$ cat config.mk
export PLATFORM = sky130hd
export DESIGN_NAME = met_ctrl
export DESIGN_NICKNAME = d
export VERILOG_FILES = /design/src/max_entropy_threshold_core_macros.svh /design/src/met_pkg.sv /design/src/met_ctrl.sv
export SDC_FILE = /design/constraint.sdc
export NUM_CORES = 1
export LEC_CHECK = 0
export BUFFER_PORTS_ARGS = -buffer_cell sky130_fd_sc_hd__buf_2
export CAP_MARGIN = 25
export CORE_AREA = 2 2 39 41
export CTS_BUF_LIST = sky130_fd_sc_hd__clkbuf_8
export CTS_CLUSTER_SIZE = 14
export DETAILED_ROUTE_END_ITERATION = 7
export DIE_AREA = 0 0 41 43
export GPL_TIMING_DRIVEN = 0
export SYNTH_ARGS = -nofsm -noshare
export SYNTH_HDL_FRONTEND = slang
export SYNTH_SLANG_ARGS = --single-unit
export TNS_END_PERCENT = 1
$ cat constraint.sdc
create_clock -name clk -period 1.17 [get_ports clk]
set_input_delay 0.1755 -clock clk [delete_from_list [all_inputs] [get_ports clk]]
set_output_delay 0.1755 -clock clk [all_outputs]
set_load 0.03 [all_outputs]
$ cat src/max_entropy_threshold_core_macros.svh
// assertion macros shared by the threshold core
`ifndef MAX_ENTROPY_THRESHOLD_CORE_MACROS_SVH
`define MAX_ENTROPY_THRESHOLD_CORE_MACROS_SVH
`ifndef NO_ASSERTIONS
`define MET_ASSERT_SAME(lbl, ante, cons, msg) \
  lbl: assert property (@(posedge clk) disable iff (!rst_n) (ante) |-> (cons)) \
    else $error(msg);
`define MET_ASSERT_NEXT(lbl, ante, cons, msg) \
  lbl: assert property (@(posedge clk) disable iff (!rst_n) (ante) |=> (cons)) \
    else $error(msg);
`else
`define MET_ASSERT_SAME(lbl, ante, cons, msg)
`define MET_ASSERT_NEXT(lbl, ante, cons, msg)
`endif
`endif

$ cat src/met_pkg.sv
// shared types and constants of the maximum entropy threshold core
package met_pkg;

  localparam int BINS_DEF            = 256;
  localparam int MAX_PIXELS_LOG2_DEF = 20;
  localparam int PIXEL_W             = 8;
  localparam int THRESH_W            = 8;
  localparam int TOTAL_W             = 21;
  // natural log result width, Q5.24
  localparam int LN_W                = 29;
  localparam int FRAC_BITS           = 24;
  // ln 2 in Q0.32
  localparam logic [31:0] LN2_Q32    = 32'd2977044472;

  typedef struct packed {
    logic [PIXEL_W-1:0] pixel;
    logic               last_pixel;
  } in_beat_t;

  typedef struct packed {
    logic [THRESH_W-1:0] threshold;
    logic [TOTAL_W-1:0]  pixel_total;
  } out_beat_t;

  // controller to datapath commands
  typedef struct packed {
    logic take;
    logic zero_wr;
    logic idx_clr;
    logic idx_inc;
    logic acc_clr;
    logic ln_go;
    logic ln_bin;
    logic div_go;
    logic side;
    logic h_ld;
    logic c_ld;
    logic mul;
    logic atot_add;
    logic part_add;
    logic best_upd;
    logic out_ld;
  } cmd_t;

  // datapath to controller status
  typedef struct packed {
    logic idx_last;
    logic ln_busy;
    logic div_busy;
    logic out_full;
  } status_t;

endpackage

$ cat src/met_ctrl.sv
// sequencer for counting, entropy passes and result hand-off
module met_ctrl (
  input  logic              clk,
  input  logic              rst_n,
  input  logic              in_valid,
  input  logic              in_last,
  input  met_pkg::status_t  st,
  output met_pkg::cmd_t     cmd
);

  localparam logic [3:0] S_CLR    = 4'd0;
  localparam logic [3:0] S_IDLE   = 4'd1;
  localparam logic [3:0] S_FLUSH  = 4'd2;
  localparam logic [3:0] S_P1_RD  = 4'd3;
  localparam logic [3:0] S_P1_LN  = 4'd4;
  localparam logic [3:0] S_P1_LNW = 4'd5;
  localparam logic [3:0] S_P1_ACC = 4'd6;
  localparam logic [3:0] S_SW_L   = 4'd7;
  localparam logic [3:0] S_SW_LW  = 4'd8;
  localparam logic [3:0] S_SW_R   = 4'd9;
  localparam logic [3:0] S_SW_RW  = 4'd10;
  localparam logic [3:0] S_SW_CMP = 4'd11;
  localparam logic [3:0] S_SW_LN  = 4'd12;
  localparam logic [3:0] S_SW_LNW = 4'd13;
  localparam logic [3:0] S_SW_ACC = 4'd14;
  localparam logic [3:0] S_OUT    = 4'd15;

  logic [3:0] state_r;
  logic [3:0] state_nxt;
  logic       units_idle;

  assign units_idle = !st.ln_busy && !st.div_busy;

  // next state and commands
  always_comb begin
    state_nxt = state_r;
    cmd       = '0;
    unique case (state_r)
      S_CLR: begin
        cmd.zero_wr = 1'b1;
        if (st.idx_last) begin
          cmd.idx_clr = 1'b1;
          state_nxt   = S_IDLE;
        end else begin
          cmd.idx_inc = 1'b1;
        end
      end
      S_IDLE: begin
        cmd.take = 1'b1;
        if (in_valid && in_last) begin
          state_nxt = S_FLUSH;
        end
      end
      S_FLUSH: begin
        cmd.idx_clr = 1'b1;
        cmd.acc_clr = 1'b1;
        state_nxt   = S_P1_RD;
      end
      S_P1_RD: begin
        state_nxt = S_P1_LN;
      end
      S_P1_LN: begin
        cmd.c_ld   = 1'b1;
        cmd.ln_go  = 1'b1;
        cmd.ln_bin = 1'b1;
        state_nxt  = S_P1_LNW;
      end
      S_P1_LNW: begin
        if (!st.ln_busy) begin
          cmd.mul   = 1'b1;
          state_nxt = S_P1_ACC;
        end
      end
      S_P1_ACC: begin
        cmd.atot_add = 1'b1;
        if (st.idx_last) begin
          cmd.idx_clr = 1'b1;
          state_nxt   = S_SW_L;
        end else begin
          cmd.idx_inc = 1'b1;
          state_nxt   = S_P1_RD;
        end
      end
      S_SW_L: begin
        cmd.ln_go  = 1'b1;
        cmd.div_go = 1'b1;
        state_nxt  = S_SW_LW;
      end
      S_SW_LW: begin
        if (units_idle) begin
          cmd.h_ld  = 1'b1;
          state_nxt = S_SW_R;
        end
      end
      S_SW_R: begin
        cmd.side   = 1'b1;
        cmd.ln_go  = 1'b1;
        cmd.div_go = 1'b1;
        state_nxt  = S_SW_RW;
      end
      S_SW_RW: begin
        cmd.side = 1'b1;
        if (units_idle) begin
          cmd.h_ld  = 1'b1;
          state_nxt = S_SW_CMP;
        end
      end
      S_SW_CMP: begin
        cmd.best_upd = 1'b1;
        state_nxt    = S_SW_LN;
      end
      S_SW_LN: begin
        cmd.c_ld    = 1'b1;
        cmd.ln_go   = 1'b1;
        cmd.ln_bin  = 1'b1;
        cmd.zero_wr = 1'b1;
        state_nxt   = S_SW_LNW;
      end
      S_SW_LNW: begin
        if (!st.ln_busy) begin
          cmd.mul   = 1'b1;
          state_nxt = S_SW_ACC;
        end
      end
      S_SW_ACC: begin
        cmd.part_add = 1'b1;
        if (st.idx_last) begin
          state_nxt = S_OUT;
        end else begin
          cmd.idx_inc = 1'b1;
          state_nxt   = S_SW_L;
        end
      end
      S_OUT: begin
        if (!st.out_full) begin
          cmd.out_ld = 1'b1;
          state_nxt  = S_IDLE;
        end
      end
    endcase
  end

  // state register, clearing pass first
  always_ff @(posedge clk) begin
    if (!rst_n) begin
      state_r <= S_CLR;
    end else begin
      state_r <= state_nxt;
    end
  end

endmodule

# After elaboration in Yosys (flattened, before gate mapping)
# Index checks and enable logic that the tools add are counted.
# word_totals
ff_bits	4
input_bits	8
out_inout_bits	16
wordCells	68
# classes
n_eq_ne	22
mux	30
n_reduce_logical	15
# ops
op	n
$pmux 4 s16	1
$eq 4x4->1 const B	8
$mux 4	8
$mux 1	19
$eq 4x3->1 const B	4
$ne 2x2->1 const B	7
$reduce_or 2->1	7
$eq 4x2->1 const B	2
$reduce_and 7->1	1
$eq 4x1->1 const B	1
$logic_not 4->1	1
$reduce_or 4->1	1
$mux 3	1
$reduce_or 3->1	1
$logic_and 1x1->1	2
$logic_not 1->1	2
$pmux 1 s2	1

# Longest topological paths before layout
# depth
depth_word	4
mapped_depth	5
mapped_depth_nobuf	4

# Least setup slack after synthesis
# Ideal clock, no wire load.
# synth_path
path_type	register -> output
from	register state_r[2]
to	output cmd[6] (netlist name)
t_arrival_ns	1.613
required_time_ns	0.995
path_slack_ns	-0.618
path_stages_with_launch	4
n_path_buf	1
path_cell_list	dfxtp_1 > buf_2 > or2b_4 > nor4_1
# synth_rtl
item	line	source
start: declaration	met_ctrl.sv:28	logic [3:0] state_r;
start signal: assignment	met_ctrl.sv:148	state_r <= state_nxt;
end: declaration	met_ctrl.sv:8	output met_pkg::cmd_t cmd

==> results.yml <==
outcome:
  outcome: "complete, but fails checks"
  failed_checks: "negative setup slack"
critical_path:
  rr_startpoint: "state_r[1]$_SDFFE_PN0P_"
  crit_path_max_incr_delay_ns: 0.32
  timing.critical_path.max_delay_family: "buffers and inverters"
  critPathMaxFanout: 6
  reg2regPathDepth: 5
  worst_setup_path_category: "flop to primary output"
  critical_path.cell_chain: "buf_6 > inv_1 > maj3_1 > nor3b_2 > buf_4"
  crit_arrival_ns: 1.38
  endpoint_kind: "primary output"
  rrSetupSlack_ns: -0.22
  worstReg2RegEnd: "state_r[0]$_SDFFE_PN0P_"
  cpMaxStageDelayCell: "dfxtp_2"
  worst-path-buf-inv: 3
  worstPathRequired_ns: 0.99
  critical_path.startpoint_type: "flop"
hold_path:
  holdCritPathClass: "primary input to flop"
  min_path_cells: 2
  holdCritStartpoint: "rst_n"
  worstHoldEndpoint: "state_r[1]$_SDFFE_PN0P_"
die:
  core-area_mm2: 0.001384
  io-pin-count: 24
  dieArea_mm2: 0.001763
  initial_cell_density_of_the_core_pct: 31.01
  die_h_um: 43
  dieWidth_um: 41
  fp-row-count: 14
cts:
  tritoncts: "yes"
  clkTransAtPathRegs_ns: 0.03
  clock-root-buffer: "clkbuf_8"
  cts_hold_buffers: 0
  clockBufferDepth: 2
  clk_latency_ns: 0.21
  h-tree-depth: 1
  sinks_on_the_clock_net: 4
  cts-buffers-inserted: 3
global_routing:
  grt-ovfl-total: 0
  grt_max_degree: 11
  antenna_found_initial: 0
  first_pass_grt_wire_length_mm: 2.097
  grt.total_usage_pct: 17.09
  vias_in_the_first_global_route: 482
synth:
  yosysSeqAreaShare_pct: 18.66
  syn-cell-area_um2: 429.2
  syn-instance-count: 61
  yosys_warnings: 0
  synthDistinctLibCells: 31
  ys_seq_elements: 4
  postSynthNetCount: 69
  synth_area_per_cell_um2: 7.035
placed_design:
  placement.io_buffers: 23
  placement.setup.worst_slack_ns: -0.3526
  gp_routability_congestion: 0.7530
  post-dp-hpwl_um: 953.2
timing:
  maxSlewHeadroom_pct: 78.66
  rsz0062_at_grt: "yes"
  final.hold.worst_slack_ns: 0.2332
  worst_slew_pin_slew_ns: 0.3193
  final-max-slew-violation-count: 0
  clock_skew_ns: 0.003206
  timing.fmax_mhz: 642.5
  setup-violations-final: 18
  finalCriticalPeriod_ns: 1.556
  setup_slack_ns: -0.3863
  final_min_period_over_clock_period_pct: 133.0
  final_hold_viol_count: 0
finish:
  max_flop_register: "state_r"
  fraction_of_layout_instances_using_a_drive_strength_above_1_pct: 70.21
  largest_registers: "state_r (4)"
  area_delta_synth_final_pct: 106.4
  num_antenna_cells: 0
  largest_reg_flops: 4
  fin_nets: 104
power_and_ir_drop:
  clock_power_share_pct: 37.1
  peakVddDrop_mv: 0.7777
  p_leak_nw: 0.3968
  cellInternalPower_uw: 511.7
  power.net_switching_uw: 254.1
  p_sw_share_pct: 33.18
  combPwrFrac_pct: 43.3
  power_frac_seq_pct: 19.6
  power_density_mw_per_mm2: 864.4
drt:
  drt_wirelength_mm: 1.351
  first_iter_violations: 14
  drt.antenna.violating_nets: 0
  vias: 547
  detail_route.wl_per_cell_um: 12.28
  dr.pass1.iters: 4
  detail_route.drc_violations: 0
  avgViaCountPerCell: 4.973
flow_run:
  maxCapViolations: 0
[through the flow]
step | area (µm²) | TNS, ns | std cells | total power, mW | util (%)
after floorplan | 510.5 | -1.831 | 61 | 0.3352 | -
after global placement | 645.6 | -2.321 | 100 | 0.4001 | 46.65
after detailed placement | 645.6 | -2.362 | 100 | 0.4016 | 46.65
after CTS | 865.8 | -4.567 | 110 | 0.7698 | 62.57
after global routing | 885.9 | -5.331 | 110 | 0.8010 | 64.01
final | 885.9 | -4.398 | 110 | 0.7658 | 64.01
[layout make-up]
class | instances | area [µm²]
fill | 112 | 498.0
multi-input combinational | 48 | 421.7
timing repair buffer | 30 | 235.2
sequential | 4 | 83.83
buffer | 6 | 72.57
clock buffer | 3 | 41.29
tap | 16 | 20.02
inverter | 3 | 11.26
[metal layers]
metal / up-vias / global-route usage, % / part of all wire, % / wire length (µm)
li1: 277 / - / - / -
met1: 252 / 22.90 / 41 / 556
met2: 18 / 27.19 / 53 / 715
met3: 0 / 1.571 / 5.8 / 79
met4: 0 / 6.000 / 0 / 0
met5: - / 0 / 0 / 0
[cells in the mapped netlist (all sizes together)]
cell type | instances | area [µm²]
or2b | 1 | 11.26
nand2 | 5 | 18.77
nor3b | 1 | 7.510
a21oi | 3 | 18.77
a211oi | 2 | 20.02
a2111oi | 1 | 8.760
o31ai | 1 | 7.510
o21ai | 3 | 15.01
dfxtp | 4 | 80.08
maj3 | 1 | 10.01
nor2 | 10 | 40.04
o21a | 3 | 22.52
a21boi | 1 | 7.510
xnor2 | 1 | 8.760
xor2 | 1 | 8.760
and3 | 1 | 6.260
or2 | 1 | 6.260
inv | 3 | 11.26
or4 | 1 | 11.26
nor3 | 5 | 25.02
nor4 | 1 | 6.260
nor2b | 1 | 6.260
and2 | 2 | 12.51
or3 | 1 | 11.26
buf | 6 | 38.79
a311oi | 1 | 8.760
[cell families after synthesis]
family,Yosys count,synth area share (%)
and+or+nand+nor,30,37.90
AOI/OAI and AO/OA,15,25.37
buffers and inverters,9,11.66
DFF,4,18.66
xor gates and xnor gates,2,4.082
adders and majority gates,1,2.332
[how the worst max path moves through the flow]
| stage | cells after the start | slack [ns] | start | to |
|---|---|---|---|---|
| after CTS | 6 | -0.38 | state_r[2]$_SDFFE_PN0P_ | cmd[10] |
| after global placement | 5 | -0.34 | state_r[0]$_SDFFE_PN0P_ | cmd[0] |
| after global routing | 6 | -0.43 | state_r[2]$_SDFFE_PN0P_ | cmd[10] |
| after floorplan | 4 | -0.22 | state_r[0]$_SDFFE_PN0P_ | cmd[7] |
| after detailed placement | 5 | -0.35 | state_r[0]$_SDFFE_PN0P_ | cmd[0] |
| final | 5 | -0.39 | state_r[2]$_SDFFE_PN0P_ | cmd[13] |
[power by group through the flow]
stage | Combinational (mW) | Sequential, mW | Clock [mW]
final | 0.331 | 0.150 | 0.284
after global routing | 0.352 | 0.151 | 0.298
after detailed placement | 0.251 | 0.150 | 0
after CTS | 0.325 | 0.150 | 0.294
after floorplan | 0.185 | 0.150 | 0
after global placement | 0.250 | 0.150 | 0
[cell usage in the layout, fill, tap and decap left out, types with 2 or more instances in the layout]
cell type | netlist | final
dfxtp_2 | 0 | 3
nor2_1 | 9 | 4
buf_4 | 1 | 15
o21ai_0 | 3 | 3
a21oi_1 | 2 | 2
clkbuf_8 | 0 | 3
buf_2 | 4 | 8
nor2_2 | 1 | 3
inv_1 | 3 | 3
nor3_2 | 0 | 4
nand2_1 | 5 | 3
o21a_1 | 3 | 2
buf_6 | 1 | 12
nor2_4 | 0 | 3
[what timing repair did]
item                                    CTS  global route
hold endpoints to repair                  0             0
pin swaps                                 3             3
setup buffers                             7             0
endpoints found under the setup margin   19            19
gates resized for setup                  40             6
(Power assumes the default switching activity.)
